**src/design/ptab_pkg.sv**
```systemverilog
`default_nettype none

package ptab_pkg;

	localparam int ADDR_W = 32;
	localparam int PORT_W = 16;
	localparam int CD_W   = 16;
	localparam int SLOT_W = 4;
	localparam int CNT_W  = 5;

	localparam logic [CD_W-1:0] AGING_RELOAD_RST = 16'd1000;

	typedef enum logic [1:0] {
		OP_REGISTER = 2'd0,
		OP_TICK     = 2'd1,
		OP_LIST     = 2'd2,
		OP_NONE     = 2'd3
	} opcode_t;

	typedef enum logic [2:0] {
		ST_REFRESHED  = 3'd0,
		ST_INSERTED   = 3'd1,
		ST_FULL       = 3'd2,
		ST_TICK_DONE  = 3'd3,
		ST_LISTED     = 3'd4,
		ST_LIST_EMPTY = 3'd5
	} status_t;

	typedef enum logic [5:0] {
		S_IDLE      = 6'b000001,
		S_REG_SCAN  = 6'b000010,
		S_REG_DONE  = 6'b000100,
		S_TICK_SCAN = 6'b001000,
		S_TICK_DONE = 6'b010000,
		S_LIST_SCAN = 6'b100000
	} seq_state_t;

	// Write command from the sequencer to the table, one slot per cycle
	typedef struct packed {
		logic            wr_cd;
		logic [CD_W-1:0] cd_val;
		logic            wr_entry;
		logic            set_valid;
		logic            clr_valid;
	} tbl_cmd_t;

	// Contents of the slot selected by the sequencer
	typedef struct packed {
		logic              valid;
		logic [ADDR_W-1:0] addr;
		logic [PORT_W-1:0] port;
		logic [CD_W-1:0]   cd;
	} tbl_rd_t;

	typedef struct packed {
		logic              valid;
		status_t           status;
		logic [SLOT_W-1:0] slot;
		logic [ADDR_W-1:0] addr;
		logic [PORT_W-1:0] port;
		logic [CNT_W-1:0]  expired;
		logic [CNT_W-1:0]  active;
		logic              last;
	} res_t;

endpackage

`default_nettype wire

```
**src/design/peer_table_with_aging_unit.sv**
```systemverilog
// Channel   Handshake              Words
// input     start / busy           opcode, peer_address, peer_port
// config    aging_reload_we        aging_reload_wdata
// result    done (per-word strobe) status, slot, out_address, out_port,
//                                  expired_count, active_count, last
//
// A register item scans the slots and then a done state, stopping early on a
// match; a tick item scans every slot, then a done state; a list item scans
// up to every slot. Busy is high throughout and start is ignored meanwhile.
// One slot is visited per cycle through the single compare/decrement unit.
// Results appear in the cycle after they are formed, through an output register.
// The receiver cannot stall: each word is shown with done for a single cycle;
// list words may be back to back. No clearing pass: valid bits reset at once.
`default_nettype none

module peer_table_with_aging_unit #(
	parameter int ENTRIES = 4
) (
	input  wire logic        clk,
	input  wire logic        arst_n,
	input  wire logic        start,
	output logic             busy,
	input  wire logic [1:0]  opcode,
	input  wire logic [31:0] peer_address,
	input  wire logic [15:0] peer_port,
	input  wire logic        aging_reload_we,
	input  wire logic [15:0] aging_reload_wdata,
	output logic             done,
	output logic [2:0]       status,
	output logic [3:0]       slot,
	output logic [31:0]      out_address,
	output logic [15:0]      out_port,
	output logic [4:0]       expired_count,
	output logic [4:0]       active_count,
	output logic             last
);
	import ptab_pkg::*;

	localparam int IW = (ENTRIES > 1) ? $clog2(ENTRIES) : 1;

	logic [CD_W-1:0]   aging_reload_q;
	logic [IW-1:0]     tbl_slot;
	tbl_cmd_t          tbl_cmd;
	tbl_rd_t           tbl_rd;
	logic [CNT_W-1:0]  active_cnt;
	logic [ADDR_W-1:0] key_addr;
	logic [PORT_W-1:0] key_port;
	res_t              res;

	// Reload value: the user must write it only while idle so the sequencer sees it stable; not enforced here
	always_ff @(posedge clk or negedge arst_n) begin
		if (!arst_n) begin
			aging_reload_q <= AGING_RELOAD_RST;
		end else if (aging_reload_we) begin
			aging_reload_q <= aging_reload_wdata;
		end
	end

	// Sequencer: walks the slots one per cycle and forms each result word
	ptab_seq #(
		.ENTRIES(ENTRIES),
		.IW     (IW)
	) u_seq (
		.clk         (clk),
		.arst_n      (arst_n),
		.start       (start),
		.opcode      (opcode),
		.peer_address(peer_address),
		.peer_port   (peer_port),
		.aging_reload(aging_reload_q),
		.rd          (tbl_rd),
		.active_cnt  (active_cnt),
		.busy        (busy),
		.slot        (tbl_slot),
		.cmd         (tbl_cmd),
		.key_addr    (key_addr),
		.key_port    (key_port),
		.res         (res)
	);

	// Table storage: valid bits, countdowns, endpoints and the active count
	ptab_table #(
		.ENTRIES(ENTRIES),
		.IW     (IW)
	) u_table (
		.clk       (clk),
		.arst_n    (arst_n),
		.slot      (tbl_slot),
		.cmd       (tbl_cmd),
		.wr_addr   (key_addr),
		.wr_port   (key_port),
		.rd        (tbl_rd),
		.active_cnt(active_cnt)
	);

	// Output register: the strobe resets, the payload just follows
	always_ff @(posedge clk or negedge arst_n) begin
		if (!arst_n) begin
			done <= 1'b0;
		end else begin
			done <= res.valid;
		end
	end

	always_ff @(posedge clk) begin
		if (res.valid) begin
			status        <= res.status;
			slot          <= res.slot;
			out_address   <= res.addr;
			out_port      <= res.port;
			expired_count <= res.expired;
			active_count  <= res.active;
			last          <= res.last;
		end
	end

endmodule

`default_nettype wire

```
**src/design/ptab_table.sv**
```systemverilog
`default_nettype none

module ptab_table #(
	parameter int ENTRIES = 4,
	parameter int IW      = (ENTRIES > 1) ? $clog2(ENTRIES) : 1
) (
	input  wire logic                      clk,
	input  wire logic                      arst_n,
	input  wire logic [IW-1:0]             slot,
	input  wire ptab_pkg::tbl_cmd_t        cmd,
	input  wire logic [ptab_pkg::ADDR_W-1:0] wr_addr,
	input  wire logic [ptab_pkg::PORT_W-1:0] wr_port,
	output ptab_pkg::tbl_rd_t              rd,
	output logic [ptab_pkg::CNT_W-1:0]     active_cnt
);
	import ptab_pkg::*;

	logic [ENTRIES-1:0] valid_q;
	logic [CD_W-1:0]    cd_q   [ENTRIES];
	logic [ADDR_W-1:0]  addr_q [ENTRIES];
	logic [PORT_W-1:0]  port_q [ENTRIES];
	logic [CNT_W-1:0]   cnt_q;

	always_ff @(posedge clk or negedge arst_n) begin
		if (!arst_n) begin
			valid_q <= '0;
			cnt_q   <= '0;
			for (int i = 0; i < ENTRIES; i++) begin
				cd_q[i] <= '0;
			end
		end else begin
			if (cmd.set_valid) begin
				valid_q[slot] <= 1'b1;
				cnt_q         <= cnt_q + CNT_W'(1);
			end else if (cmd.clr_valid) begin
				valid_q[slot] <= 1'b0;
				cnt_q         <= cnt_q - CNT_W'(1);
			end
			if (cmd.wr_cd) begin
				cd_q[slot] <= cmd.cd_val;
			end
		end
	end

	always_ff @(posedge clk) begin
		if (cmd.wr_entry) begin
			addr_q[slot] <= wr_addr;
			port_q[slot] <= wr_port;
		end
	end

	assign rd.valid   = valid_q[slot];
	assign rd.addr    = addr_q[slot];
	assign rd.port    = port_q[slot];
	assign rd.cd      = cd_q[slot];
	assign active_cnt = cnt_q;

endmodule

`default_nettype wire

```
**src/design/ptab_seq.sv**
```systemverilog
`default_nettype none

module ptab_seq #(
	parameter int ENTRIES = 4,
	parameter int IW      = (ENTRIES > 1) ? $clog2(ENTRIES) : 1
) (
	input  wire logic                        clk,
	input  wire logic                        arst_n,
	input  wire logic                        start,
	input  wire logic [1:0]                  opcode,
	input  wire logic [ptab_pkg::ADDR_W-1:0] peer_address,
	input  wire logic [ptab_pkg::PORT_W-1:0] peer_port,
	input  wire logic [ptab_pkg::CD_W-1:0]   aging_reload,
	input  wire ptab_pkg::tbl_rd_t           rd,
	input  wire logic [ptab_pkg::CNT_W-1:0]  active_cnt,
	output logic                             busy,
	output logic [IW-1:0]                    slot,
	output ptab_pkg::tbl_cmd_t               cmd,
	output logic [ptab_pkg::ADDR_W-1:0]      key_addr,
	output logic [ptab_pkg::PORT_W-1:0]      key_port,
	output ptab_pkg::res_t                   res
);
	import ptab_pkg::*;

	localparam logic [IW-1:0] LAST_IDX = IW'(ENTRIES - 1);

	seq_state_t        state_q, state_d;
	logic [IW-1:0]     idx_q, idx_d;
	logic              free_found_q, free_found_d;
	logic [IW-1:0]     free_slot_q, free_slot_d;
	logic [CNT_W-1:0]  expired_q, expired_d;
	logic [CNT_W-1:0]  k_q, k_d;
	logic [ADDR_W-1:0] addr_q;
	logic [PORT_W-1:0] port_q;

	// shared compare / decrement unit on the selected slot
	logic            match;
	logic            cd_zero;
	logic [CD_W-1:0] cd_dec;
	logic            list_last;

	assign match     = rd.valid && (rd.addr == addr_q) && (rd.port == port_q);
	assign cd_zero   = (rd.cd == '0);
	assign cd_dec    = rd.cd - CD_W'(1);
	assign list_last = ((k_q + CNT_W'(1)) == active_cnt);

	assign busy     = (state_q != S_IDLE);
	assign slot     = (state_q == S_REG_DONE) ? free_slot_q : idx_q;
	assign key_addr = addr_q;
	assign key_port = port_q;

	always_comb begin
		state_d      = state_q;
		idx_d        = idx_q;
		free_found_d = free_found_q;
		free_slot_d  = free_slot_q;
		expired_d    = expired_q;
		k_d          = k_q;
		cmd          = '0;
		res          = '0;
		case (state_q)
			S_IDLE: begin
				idx_d        = '0;
				free_found_d = 1'b0;
				expired_d    = '0;
				k_d          = '0;
				if (start) begin
					case (opcode_t'(opcode))
						OP_REGISTER: state_d = S_REG_SCAN;
						OP_TICK:     state_d = S_TICK_SCAN;
						OP_LIST:     state_d = S_LIST_SCAN;
						default:     state_d = S_IDLE;
					endcase
				end
			end
			S_REG_SCAN: begin
				idx_d = idx_q + IW'(1);
				if (match) begin
					cmd.wr_cd   = 1'b1;
					cmd.cd_val  = aging_reload;
					res.valid   = 1'b1;
					res.status  = ST_REFRESHED;
					res.slot    = SLOT_W'(idx_q);
					res.addr    = addr_q;
					res.port    = port_q;
					res.active  = active_cnt;
					res.last    = 1'b1;
					state_d     = S_IDLE;
				end else begin
					if (!rd.valid && !free_found_q) begin
						free_found_d = 1'b1;
						free_slot_d  = idx_q;
					end
					if (idx_q == LAST_IDX) begin
						state_d = S_REG_DONE;
					end
				end
			end
			S_REG_DONE: begin
				res.valid = 1'b1;
				res.last  = 1'b1;
				if (free_found_q) begin
					cmd.wr_entry  = 1'b1;
					cmd.wr_cd     = 1'b1;
					cmd.set_valid = 1'b1;
					cmd.cd_val    = aging_reload;
					res.status    = ST_INSERTED;
					res.slot      = SLOT_W'(free_slot_q);
					res.addr      = addr_q;
					res.port      = port_q;
					res.active    = active_cnt + CNT_W'(1);
				end else begin
					res.status = ST_FULL;
					res.active = active_cnt;
				end
				state_d = S_IDLE;
			end
			S_TICK_SCAN: begin
				idx_d = idx_q + IW'(1);
				if (rd.valid) begin
					if (cd_zero) begin
						cmd.clr_valid = 1'b1;
						expired_d     = expired_q + CNT_W'(1);
					end else begin
						cmd.wr_cd  = 1'b1;
						cmd.cd_val = cd_dec;
					end
				end
				if (idx_q == LAST_IDX) begin
					state_d = S_TICK_DONE;
				end
			end
			S_TICK_DONE: begin
				res.valid   = 1'b1;
				res.status  = ST_TICK_DONE;
				res.expired = expired_q;
				res.active  = active_cnt;
				res.last    = 1'b1;
				state_d     = S_IDLE;
			end
			S_LIST_SCAN: begin
				idx_d = idx_q + IW'(1);
				if (active_cnt == '0) begin
					res.valid  = 1'b1;
					res.status = ST_LIST_EMPTY;
					res.last   = 1'b1;
					state_d    = S_IDLE;
				end else begin
					if (rd.valid) begin
						res.valid  = 1'b1;
						res.status = ST_LISTED;
						res.slot   = SLOT_W'(idx_q);
						res.addr   = rd.addr;
						res.port   = rd.port;
						res.active = active_cnt;
						res.last   = list_last;
						k_d        = k_q + CNT_W'(1);
					end
					if ((rd.valid && list_last) || (idx_q == LAST_IDX)) begin
						state_d = S_IDLE;
					end
				end
			end
			default: begin
				state_d = S_IDLE;
			end
		endcase
	end

	always_ff @(posedge clk or negedge arst_n) begin
		if (!arst_n) begin
			state_q      <= S_IDLE;
			idx_q        <= '0;
			free_found_q <= 1'b0;
			expired_q    <= '0;
			k_q          <= '0;
		end else begin
			state_q      <= state_d;
			idx_q        <= idx_d;
			free_found_q <= free_found_d;
			expired_q    <= expired_d;
			k_q          <= k_d;
		end
	end

	always_ff @(posedge clk) begin
		free_slot_q <= free_slot_d;
		if (start && !busy) begin
			addr_q <= peer_address;
			port_q <= peer_port;
		end
	end

`ifndef SYNTH
	a_last_ends_item: assert property (@(posedge clk) disable iff (!arst_n)
		res.valid && res.last |=> state_q == S_IDLE)
		else $error("item still busy after its last word");

	a_idle_silent: assert property (@(posedge clk) disable iff (!arst_n)
		state_q == S_IDLE |-> !res.valid && !cmd.wr_cd && !cmd.set_valid && !cmd.clr_valid)
		else $error("word or table write while idle");

	a_accept_busy: assert property (@(posedge clk) disable iff (!arst_n)
		start && !busy && opcode_t'(opcode) != OP_NONE |=> busy)
		else $error("accepted word did not start a sequence");

	a_single_word: assert property (@(posedge clk) disable iff (!arst_n)
		res.valid && res.status != ST_LISTED |-> res.last)
		else $error("single-word result without last");

	a_no_grow_full: assert property (@(posedge clk) disable iff (!arst_n)
		cmd.set_valid |-> active_cnt < CNT_W'(ENTRIES))
		else $error("insert into a full table");
`endif

endmodule

`default_nettype wire
```
**config.mk**
```make
export PLATFORM = sky130hd
export DESIGN_NAME = peer_table_with_aging_unit
export DESIGN_NICKNAME = d
export VERILOG_FILES = /design/src/design/ptab_pkg.sv /design/src/design/peer_table_with_aging_unit.sv /design/src/design/ptab_table.sv /design/src/design/ptab_seq.sv
export SDC_FILE = /design/constraint.sdc
export NUM_CORES = 1
export LEC_CHECK = 0
export BUFFER_PORTS_ARGS = -buffer_cell sky130_fd_sc_hd__clkbuf_2
export CORE_MARGIN = 2
export CORE_UTILIZATION = 55
export DETAILED_ROUTE_END_ITERATION = 8
export GPL_ROUTABILITY_DRIVEN = 0
export MAX_ROUTING_LAYER = met4
export PLACE_DENSITY_LB_ADDON = 0.3
export SETUP_SLACK_MARGIN = 0.1
export SYNTH_ARGS = -nofsm -noshare
export SYNTH_HDL_FRONTEND = slang
export SYNTH_SLANG_ARGS = --single-unit
```
**constraint.sdc**
```tcl
create_clock -name clk -period 13.3 [get_ports clk]
set_input_delay 1.995 -clock clk [delete_from_list [all_inputs] [get_ports clk]]
set_output_delay 1.995 -clock clk [all_outputs]
set_load 0.01 [all_outputs]
```
======== Word level (Yosys, flattened, before mapping) ========
Memories as Yosys holds them, arrays and structs flattened.
Index checks and enable logic that the tools add are counted.
storage, ports and cells
  memory bits (writable) .................. 192
  register bits after elaboration ......... 225
  output and inout port bits .............. 68
  memories ................................ 2
  input bits .............................. 70
memories
  name            words  width  rd ports  clocked after Yosys merged registers in  write ports  line              source
  u_table.addr_q  4      32     1         0                                        1            ptab_table.sv:20  logic [ADDR_W-1:0] addr_q [ENTRIES];
  u_table.port_q  4      16     1         0                                        1            ptab_table.sv:21  logic [PORT_W-1:0] port_q [ENTRIES];
cells by class
  bitwise gates (word level) .............. 5
  $lt $le $gt $ge ......................... 4
  add/subtract/negate cells ............... 6
  muxes and demuxes ....................... 58
  equal/unequal tests ..................... 23
  reduce and logical (&&, ||, !) cells .... 25
operators by type and width
  kind                                                number
  one-hot mux 52 bit (3 select lines)                 1
  two-way mux 56 bit                                  2
  bitwise mux 64 bit                                  1
  two-way mux 52 bit                                  1
  two-way mux 17 bit                                  3
  one-hot mux 17 bit (3 select lines)                 1
  two-way mux 50 bit                                  1
  two-way mux 16 bit                                  3
  two-way mux 6 bit                                   8
  one-hot mux 6 bit (4 select lines)                  2
  two-way mux 5 bit                                   8
  binary-select mux 16 bit (select 2 bit)             1
  demux 16 bit (select 2 bit)                         1
  == test 32 bit                                      1
  one-hot mux 5 bit (2 select lines)                  2
  two-way mux 19 bit                                  1
  one-hot mux 6 bit (3 select lines)                  1
  == test 16 bit                                      1
  zero test 16 bit                                    1
  one-hot mux 4 bit (4 select lines)                  1
  subtractor 16 x 1 -> 16 bit, second input constant  1
  adder 5 x 1 -> 5 bit, second input constant         3
  two-way mux 4 bit                                   3
  AND reduction 3 bit                                 4
  other kinds (38)                                    69

======== Depth between registers and ports, before layout ========
Gate-level depths: netlist (run 1).
  depth in word-level cells ............... 12
  mapped depth ............................ 19
  depth with buffers taken out ............ 13

======== Cells and area by module ========
A second synthesis (run 1) with hierarchy kept.
second synthesis, totals
  cell total of the unflattened synthesis .. 994
  area, all modules ....................... 17553.1 um2
modules (own cells, without submodules)
  module                      instances  cells an instance  seq. area each (um2)  area each (um2)
  ptab_table                  1          460                7592.3                10247.3
  ptab_seq                    1          433                1978.1                4642.0
  peer_table_with_aging_unit  1          101                2414.8                2663.8

======== Worst setup path before layout (run 1) ========
OpenSTA, ideal clock, no wires.
  path type ............................... reg2reg
  start point ............................. register u_seq.state_q[1]
  end point ............................... memory u_table.addr_q[0][0], enable pin
  stages on the path, launching flop included .. 11
  arrival ................................. 5707 ps
  setup slack ............................. 7079 ps
  clock period less this slack ............ 6221 ps
  library setup time ...................... 514 ps
  path buffers ............................ 6
  cell sequence ........................... dfrtp_1 > buf_4 > or4_4 > o21ai_2 > nand2_2 > buf_4 > buf_2 > buf_2 > buf_1 > clkbuf_1 > nor3_1
on the way
  longest elaborated chain between the ends .. 4
  elaborated cells between the ends (all ways) .. 5
  those cells by class .................... eq/ne: 1; mux: 4
RTL lines
  what                                     line                            source
  start, declared                          ptab_seq.sv:27                  seq_state_t state_q, state_d;
  start signal, assigned                   ptab_seq.sv:178                 state_q <= state_d;
  == test 6 x 3 -> 1 bit (*)               ptab_seq.sv:48, ptab_seq.sv:61
  two-way mux 2 bit                        ptab_seq.sv:61                  case (state_q)
  two-way mux 1 bit                        ptab_table.sv:46                if (cmd.wr_entry) begin
  two-way mux 1 bit (not written as such)  ptab_table.sv:47                addr_q[slot] <= wr_addr;
  end, declared                            ptab_table.sv:20
Mark *: on every way between the ends. The rest lies on a longest branch, timed or not.

==> flow_summary.json, run 1 <==
{
  "status": "finished clean",
  "grt_pass1_wl_mm": 79.13,
  "cp.arrival_ns": 6.24,
  "clock.fmax_ghz": 0.1653,
  "max_slew_margin_pct": 30.11,
  "synth.avg_cell_area_um2": 12.70,
  "worstSetupStartpointType": "flop",
  "cts_num_sinks": 415,
  "coreArea_um2": 35570,
  "layout_commonest_cell": "edfxtp_1",
  "clock_tree.root_cell": "clkbuf_16",
  "synth_cells": 1567,
  "clk_pin_slew_ns": 0.06,
  "ys_warn_count": 0,
  "rows": 69,
  "power_frac_comb_pct": 15.8,
  "antenna_left": 0,
  "io_buffers": 135,
  "start_util_pct": 55.94,
  "drv_cap": 0,
  "reg2reg_setup_slack_ns": 7.25,
  "ys_ff_latch": 415,
  "htree_num_levels": 2,
  "tns_ns": 0,
  "track_usage_pct": 27.70,
  "numCtsBuffers": 43,
  "grt_max_degree": 85,
  "crit_path_end_kind": "flop",
  "p_leak_nw": 8.118,
  "path_max_fanout": 65,
  "timing.rr.end": "out_address[9]",
  "dp.final_hpwl_mm": 32.37,
  "cts_resized": 0,
  "slew_viol_final": 0,
  "io_pins": 138,
  "via_per_inst": 6.414,
  "nets": 1761,
  "yosysSeqAreaShare_pct": 59.93,
  "post_drt_wl_per_cell_um": 23.31,
  "ir_drop_uv": 98.07,
  "clkPwrFrac_pct": 36.1,
  "postPlaceCellArea_um2": 20970,
  "dr.pass1.iters": 5,
  "ctsHoldBuffers": 0,
  "die_y_um": 194.2,
  "antenna_found_initial": 0,
  "regToRegStartpoint": "u_seq.state_q[3]",
  "synth_edf_count": 306,
  "worst_pin_slew_ns": 1.048,
  "finish.instance_area_um2": 22320,
  "seqPwrFrac_pct": 48.1,
  "min_from": "u_table.cd_q[10]",
  "synth_ff_type": "edfxtp_1",
  "gr-total-overflow": 0,
  "fin_crit_sh_pct": 45.50,
  "ys_types": 85,
  "drc_errors": 0,
  "area_growth_syn_to_layout_pct": 12.16,
  "ys_async_sr_fraction_pct": 26.27,
  "post_cts_buffers": 0,
  "hold_path_class": "reg2reg",
  "min_period_ns": 6.051,
  "skew_ns": 0.01251,
  "cp_cell_sequence": "or4_4, o21ai_2, nand2_2, buf_4, mux2i_1, o311ai_0, or4_1, nor4_4, and4_1, buf_4, or4_4",
  "syn_area_um2": 19900,
  "drt_wl_total_mm": 50.76,
  "setup_viol_count_final": 0,
  "p_sw_share_pct": 28.18,
  "final_cell_mix": "306 x edfxtp_1, 134 x clkbuf_2, 104 x mux2i_1, 102 x dfrtp_1, 93 x inv_1",
  "initialDrtViolationCount": 1392,
  "crit_path_top_delay_cell": "or4_4",
  "synth.area.top_cells": "edfxtp_1 46%, dfrtp_1 13%, mux2i_1 5.2%, mux4_2 2.3%, mux2_2 2.2%",
  "crit_type": "reg2reg",
  "cts_tree": "yes",
  "yosysTopAreaCellShare_pct": 46.18,
  "switchingPower_mw": 0.9116,
  "whs_path_depth": 2,
  "die_w_um": 194.2,
  "required_ns": 13.49,
  "diodes": 0,
  "cts_buffer_depth": 3,
  "dr_total_vias": 13970,
  "nFillCells": 2747,
  "final_layout_size_suffix_gt1_share_pct": 19.10,
  "synth.largest_area_cell": "edfxtp_1",
  "cp_slowest_stage_delay_ns": 0.88,
  "powerDensity_nw_per_um2": 144.9,
  "grt_pass1_vias": 13762,
  "min_to": "u_table.cd_q[10]",
  "intPower_mw": 2.323,
  "die-area_um2": 37720,
  "rsz0062_at_grt": "false",
  "hold_violations": 0,
  "reg2reg_depth": 11,
  "clk_latency_ns": 0.58
}
synth_stat cells, drive strengths merged (7+ instances only):
library cell	instances
o22ai	54
o21ai	76
a21oi	61
nor3	33
nor2b	10
nand4	11
dfrtp	102
xor2	27
a22o	22
inv	95
dfstp	7
o2bb2ai	30
a211oi	22
and2	12
buf	53
nor3b	8
nand2b	32
clkbuf	46
edfxtp	306
o211ai	16
o221ai	11
a311oi	11
nand2	61
mux2i	104
nor2	61
or4	7
a21o	8
xnor2	22
and3	14
mux4	20
a31oi	9
mux2	39
a221oi	9
nand3	51
nor4	19
worst max-delay path, delay by kind of cell, from the launching register on:
kind / cells / cell delay, ns
muxes: 1 / 0.45
DFF: 1 / 0.51
buffers and inverters: 2 / 0.68
AOI/OAI and AO/OA: 2 / 0.76
and+or+nand+nor: 6 / 3.19
worst max path at each step:
| stage | from | end | slack [ns] | cells after the start |
|---|---|---|---|---|
| floorplan | u_seq.state_q[1] | u_table.addr_q[0][0] | 7.08 | 10 |
| global placement | u_seq.state_q[3] | out_port[1] | 7.48 | 11 |
| detailed placement | u_seq.state_q[3] | out_port[6] | 7.36 | 11 |
| CTS | u_seq.state_q[3] | out_address[19] | 7.33 | 11 |
| global route | u_seq.state_q[3] | u_table.cd_q[9] | 7.05 | 15 |
| finish | u_seq.state_q[3] | out_address[9] | 7.25 | 11 |
through the flow:
step	hold slack [ns]	power [mW]	std cells	util, %	setup slack (ns)
floorplan	0.4487	1.899	1568	-	7.079
global placement	0.4848	2.072	2101	58.95	7.480
detailed placement	0.4991	2.083	2101	58.95	7.360
CTS	0.5181	3.248	2178	62.74	7.335
global route	0.5356	3.352	2178	62.74	7.053
finish	0.5163	3.235	2178	62.74	7.249
area by class of cell:
type / instances / area (µm²) / share of cell area [%]
repair buffers: 171 / 948.4 / 4.250
multi-input cells: 959 / 7159 / 32.08
well taps: 461 / 576.8 / 2.585
flip-flops and latches: 415 / 11930 / 53.43
clock inverters: 20 / 202.7 / 0.9082
inverters: 95 / 356.6 / 1.598
clock buffers: 57 / 1149 / 5.147
power by group through the flow:
| stage | clock (mW) | combinational (mW) | sequential (mW) |
|---|---|---|---|
| CTS | 1.19 | 0.505 | 1.55 |
| finish | 1.17 | 0.511 | 1.56 |
| floorplan | 0 | 0.350 | 1.55 |
| global placement | 0 | 0.495 | 1.58 |
| detailed placement | 0 | 0.502 | 1.58 |
| global route | 1.24 | 0.550 | 1.56 |
state kept, by name (all words and copies together), names as in the netlist, 3 cells and up, named ones only:
signal	flops
u_table.addr_q	128
u_table.cd_q	64
u_table.port_q	64
out_address	32
u_seq.key_addr	32
aging_reload_q	16
out_port	16
u_seq.key_port	16
u_seq.state_q	6
active_count	5
expired_count	5
u_seq.expired_q	5
u_seq.k_q	5
u_table.active_cnt	5
status	3
kinds of logic after synthesis:
kind of cell             after synthesis  share of synthesized area [%]
adder cells (fa/ha/maj)                6                         0.3773
XOR/XNOR                              49                          2.157
AO/OA/AOI/OAI                        391                          13.83
flip-flops                           415                          59.93
multiplexers                         163                          9.703
buffers and inverters                194                          4.301
other                                  1                        0.01885
AND/OR/NAND/NOR                      348                          9.677
per-layer routing:
metal	part of all wire (%)	GRT usage (%)
met5	0	-
met4	3.4	9.512
met3	8.2	5.253
met2	46	43.01
met1	42	36.89
Power figures use the tool's default switching activity.
==> run 2: changes to the inputs <==
==> constraint.sdc (replaced) <==
create_clock -name clk -period 5.64 [get_ports clk]
set_input_delay 0.846 -clock clk [delete_from_list [all_inputs] [get_ports clk]]
set_output_delay 0.846 -clock clk [all_outputs]
set_load 0.01 [all_outputs]
==> run 2 against run 1 <==
  * Design area rose by 1.2%
  * Die area unchanged
  * Register-to-register slack got worse by 6.7 ns
  * Non-clock buffer count up 24
  * Count of clock-buffer cells in the layout shrank 6
==> flow_summary.json, run 2 (same netlist as run 1, synthesis figures left out) <==
{
  "status": "finished clean",
  "grt_pass1_wl_mm": 80.52,
  "postPlaceCellArea_um2": 21190,
  "seqPwrFrac_pct": 47.7,
  "final_cell_mix": "306 x edfxtp_1, 134 x clkbuf_2, 104 x mux2i_1, 102 x dfrtp_1, 93 x inv_1",
  "antenna_found_initial": 0,
  "hold_violations": 0,
  "crit_type": "reg2reg",
  "rows": 69,
  "area_growth_syn_to_layout_pct": 13.54,
  "numCtsBuffers": 42,
  "start_util_pct": 55.94,
  "largest-register": "u_table.addr_q",
  "p_sw_share_pct": 28.55,
  "dp.final_hpwl_mm": 34.55,
  "nets": 1784,
  "clk_latency_ns": 0.57,
  "met1_usage_pct": 37.49,
  "die-area_um2": 37720,
  "grt_pass1_vias": 13987,
  "gr-total-overflow": 0,
  "layout_commonest_cell": "edfxtp_1",
  "cts_num_sinks": 415,
  "fin_crit_sh_pct": 90.36,
  "finalPower_mw": 7.725,
  "cts_buffer_depth": 3,
  "io_pins": 138,
  "clkPwrFrac_pct": 36.3,
  "htree_num_levels": 2,
  "worst_slack_ns": 0.5439,
  "coreArea_um2": 35570,
  "required_ns": 6.05,
  "cp.arrival_ns": 5.50,
  "track_usage_pct": 28.23,
  "p_leak_nw": 8.264,
  "drv_cap": 0,
  "dpl.cell_count": 2125,
  "drc_errors": 0,
  "drt_wl_total_mm": 51.91,
  "intPower_mw": 5.519,
  "final_layout_size_suffix_gt1_share_pct": 20.90,
  "hold_path_class": "in2async",
  "powerDensity_nw_per_um2": 341.9,
  "min_period_ns": 5.096,
  "grt_max_degree": 63,
  "gr-usage-met2_pct": 44.14,
  "path_max_fanout": 16,
  "ir_drop_uv": 291.6,
  "io_buffers": 135,
  "worstSetupStartpointType": "flop",
  "worst_pin_slew_ns": 1.124,
  "dr.pass1.iters": 6,
  "cts_resized": 0,
  "crit_path_end_kind": "flop",
  "busiest_layer": "met2",
  "ctsHoldBuffers": 0,
  "switchingPower_mw": 2.205,
  "finish.instance_area_um2": 22590,
  "post_drt_wl_per_cell_um": 23.57,
  "antenna_left": 0,
  "cts_tree": "yes",
  "via_per_inst": 6.435,
  "power_frac_comb_pct": 16.0,
  "nFillCells": 2716,
  "setup_viol_count_final": 0,
  "post-place-ws_ns": 0.5493,
  "largest_reg_flops": 128,
  "clk_pin_slew_ns": 0.06,
  "dr_total_vias": 14176,
  "clock_tree.root_cell": "clkbuf_16",
  "fin_cells": 2203,
  "tns_ns": 0,
  "clock.fmax_ghz": 0.1962,
  "reg.largest.list": "u_table.addr_q x128, u_table.cd_q x64, u_table.port_q x64",
  "die_w_um": 194.2,
  "rsz0062_at_grt": "false",
  "post_cts_buffers": 0,
  "diodes": 0,
  "grtUsageMet3_pct": 4.592,
  "initialDrtViolationCount": 1546,
  "die_y_um": 194.2,
  "max_slew_margin_pct": 24.89,
  "skew_ns": 0.01697,
  "slew_viol_final": 0
}
==> run 2: final cells by class <==
cell class                 count  area, µm²  share of cell area, %
sequential                   415      11930                  52.79
multi-input combinational    959       7169                  31.73
timing repair buffer         195       1166                  5.162
clock buffer                  51       1147                  5.079
tap                          461      576.8                  2.553
inverter                      95      356.6                  1.578
clock inverter                27      250.2                  1.108
==> run 2: metrics by stage <==
step,hold slack (ns),util (%)
finish,0.2966,63.51
global route,0.3402,63.51
CTS,0.3075,63.51
detailed placement,0.5009,59.59
global placement,0.4851,59.59
floorplan,0.4487,-
==> run 2: per-layer routing <==
layer | wire length [µm] | vias to the layer above
met5 | 0 | -
met4 | 2027 | 0
met3 | 4530 | 136
met2 | 24350 | 755
met1 | 21010 | 6988
li1 | - | 6297
==> run 2: power groups by stage <==
| stage | registers, mW | clock network (mW) | logic [mW] |
|---|---|---|---|
| 2_1_floorplan | 3.65 | 0 | 0.825 |
| 3_3_place_gp | 3.73 | 0 | 1.19 |
| 3_5_place_dp | 3.74 | 0 | 1.21 |
| 4_1_cts | 3.68 | 2.85 | 1.22 |
| 5_1_grt | 3.70 | 2.96 | 1.32 |
| 6_report | 3.68 | 2.81 | 1.24 |
==> run 2: final timing paths <==
| kind | startpoint | cells after the start | end | slack (ns) |
|---|---|---|---|---|
| worst max-delay path | u_seq.state_q[3] | 15 | u_table.cd_q[13] | 0.54 |
| worst min-delay path | arst_n | 1 | done | 0.30 |
| worst max register to register | u_seq.state_q[3] | 15 | u_table.cd_q[13] | 0.54 |
| worst min register to register | u_table.cd_q[47] | 2 | u_table.cd_q[47] | 0.51 |
| max in group asynchronous | arst_n | 2 | aging_reload_q[4] | 4.12 |
| min in group clk | peer_address[11] | 1 | u_seq.key_addr[11] | 0.45 |
==> run 2: worst max-delay path, cell delays in order, from the launching register on <==
cell	delay, ns
dfrtp_1	0.50
nor4_4	0.79
a21boi_0	0.26
nor2_1	0.63
mux4_2	0.37
ha_1	0.21
nand2_1	0.06
o22ai_1	0.15
buf_4	0.17
nand3_1	0.24
o31ai_1	0.34
buf_4	0.25
and2_1	0.41
a21oi_4	0.10
buf_4	0.28
mux2i_1	0.16
==> run 3: changes to the inputs <==
--- a/config.mk
+++ b/config.mk
@@ -6,10 +6,12 @@
 export NUM_CORES = 1
 export LEC_CHECK = 0
 export BUFFER_PORTS_ARGS = -buffer_cell sky130_fd_sc_hd__clkbuf_2
+export CAP_MARGIN = 10
 export CORE_MARGIN = 2
 export CORE_UTILIZATION = 55
 export DETAILED_ROUTE_END_ITERATION = 8
 export GPL_ROUTABILITY_DRIVEN = 0
+export GPL_TIMING_DRIVEN = 0
 export MAX_ROUTING_LAYER = met4
 export PLACE_DENSITY_LB_ADDON = 0.3
 export SETUP_SLACK_MARGIN = 0.1
==> run 3 against run 2 <==
  * Fmax fell by 5.8%
  * Die area did not move
  * Clock power rose by 2%
  * Largest cell class unchanged
==> flow_summary.json, run 3 (same netlist as run 1, synthesis figures left out) <==
{
  "cpMostUsedCell": "buf_2",
  "post_drt_wl_per_cell_um": 25.36,
  "clock_tree.root_cell": "clkbuf_16",
  "required_ns": 5.88,
  "area_growth_syn_to_layout_pct": 15.67,
  "hold_ws_ns": 0.3194,
  "wl_met2_mm": 26.29,
  "clock.fmax_ghz": 0.1848,
  "io_buffers": 134,
  "clk_pin_slew_ns": 0.07,
  "nFillCells": 2684,
  "antenna_left": 0,
  "cts_num_sinks": 415,
  "worst_slack_ns": 0.2290,
  "cts_buffer_depth": 3,
  "fin_crit_sh_pct": 95.94,
  "numCtsBuffers": 43,
  "p_leak_nw": 8.438,
  "htree_num_levels": 2,
  "utilization_pct": 64.71,
  "hold_violations": 0,
  "rows": 69,
  "dp.final_hpwl_mm": 39.84,
  "cts_tree": "yes",
  "largest-register": "u_table.addr_q",
  "track_usage_pct": 31.22,
  "initialDrtViolationCount": 1946,
  "hold_path_class": "in2async",
  "post-place-ws_ns": -0.4464,
  "io_pins": 138,
  "worstSetupStartpointType": "flop",
  "crit_type": "reg2reg",
  "max_slew_margin_pct": 25.63,
  "worst_pin_slew_ns": 1.113,
  "tns_ns": 0,
  "dr_total_vias": 14885,
  "start_util_pct": 55.94,
  "register_area_um2": 11930,
  "drc_errors": 0,
  "drv_cap": 0,
  "rsz0062_at_grt": "false",
  "clk_latency_ns": 0.58,
  "cp_cell_sequence": "buf_2, buf_2, buf_2, buf_1, mux4_2, xnor2_1, a21oi_1, a21oi_1, nand4_1, nor4_4, and4_1, buf_2, or4_4, buf_16",
  "crit_path_top_delay_cell": "buf_1",
  "multi_input_area_um2": 7227,
  "dr.pass1.iters": 8,
  "layout_commonest_cell": "edfxtp_1",
  "nets": 1843,
  "reg.largest.list": "u_table.addr_q x128, u_table.cd_q x64, u_table.port_q x64",
  "finalPower_mw": 7.859,
  "drt_wl_total_mm": 57.35,
  "min_period_ns": 5.411,
  "cp.arrival_ns": 5.65,
  "crit_path_end_kind": "flop",
  "path_max_fanout": 49,
  "setup_viol_count_final": 0,
  "coreArea_um2": 35570,
  "final_cell_mix": "306 x edfxtp_1, 141 x clkbuf_2, 104 x mux2i_1, 102 x dfrtp_1, 93 x inv_1",
  "powerDensity_nw_per_um2": 341.5,
  "gr-total-overflow": 0,
  "final_layout_size_suffix_gt1_share_pct": 21.00,
  "diodes": 0,
  "grt_max_degree": 110,
  "die_y_um": 194.2,
  "grt_pass1_vias": 14852,
  "ir_drop_uv": 323.6,
  "dr_wl_met3_mm": 6.050,
  "largest_reg_flops": 128,
  "top_layer_used": "met4",
  "skew_ns": 0.01776,
  "slew_viol_final": 0,
  "die-area_um2": 37720,
  "antenna_found_initial": 0,
  "grt_pass1_wl_mm": 87.20,
  "status": "finished clean",
  "die_w_um": 194.2,
  "drt-met1-wl_mm": 21.98,
  "via_per_inst": 6.583,
  "cp_slowest_stage_delay_ns": 0.64
}
[run 3: changes by cell type in the layout (fill, tap and decap cells not counted), sizes merged]
cell,previous run,this run
buf,61,73
bufinv,3,4
clkbuf,185,234
clkinv,17,11
inv,96,98
[run 3: where the power goes]
| group | internal [mW] | leakage, nW | total (mW) | switching, mW |
|---|---|---|---|---|
| logic | 0.443 | 3.43 | 1.33 | 0.883 |
| registers | 3.48 | 4.33 | 3.66 | 0.178 |
| clock network | 1.65 | 0.676 | 2.87 | 1.22 |
[run 3: path summary, 6_finish.rpt]
kind | from | to | slack, ns | depth (start not counted)
max | u_seq.free_slot_q[1] | out_address[10] | 0.23 | 14
min | arst_n | u_table.active_cnt[1] | 0.32 | 1
min reg2reg | u_seq.k_q[4] | u_seq.k_q[4] | 0.51 | 2
max in group asynchronous | arst_n | u_table.cd_q[13] | 4.60 | 1
min in group clk | peer_address[9] | u_seq.key_addr[9] | 0.44 | 1
max reg2reg | u_seq.free_slot_q[1] | out_address[10] | 0.23 | 14
[run 3: repair_timing]
action,CTS,global route
setup endpoints to repair,126,110
gates cloned,0,0
buffers inserted,1,0
resized for setup,6,17
pin swaps,1,0
hold buffers,0,0
[run 3: layout make-up]
class                      count  area share [%]
buffer                        99           2.207
clock buffer                  54           5.034
clock inverter                24           1.120
inverter                      95           1.549
multi-input combinational    959           31.40
sequential                   415           51.81
tap                          461           2.506
timing repair buffer         154           4.371
[run 3: worst max-delay path: cells and delay by family (launching register included)]
family,cells,cell delay (ns)
muxes,1,0.43
and+or+nand+nor,4,1.32
DFF,1,0.31
buffers and inverters,6,2.35
xor gates and xnor gates,1,0.19
AOI/OAI and AO/OA,2,0.40
[run 3: per-stage QoR]
step | std cells | instance area, µm²
floorplan | 1568 | 19910
global placement | 2163 | 21160
detailed placement | 2182 | 21510
CTS | 2261 | 22960
global route | 2261 | 23020
finish | 2261 | 23020
[run 3: layer usage]
| layer | GRT usage (%) | vias to the layer above |
|---|---|---|
| li1 | - | 6412 |
| met1 | 41.05 | 7256 |
| met2 | 46.91 | 1016 |
| met3 | 5.201 | 201 |
| met4 | 16.55 | 0 |
| met5 | - | - |
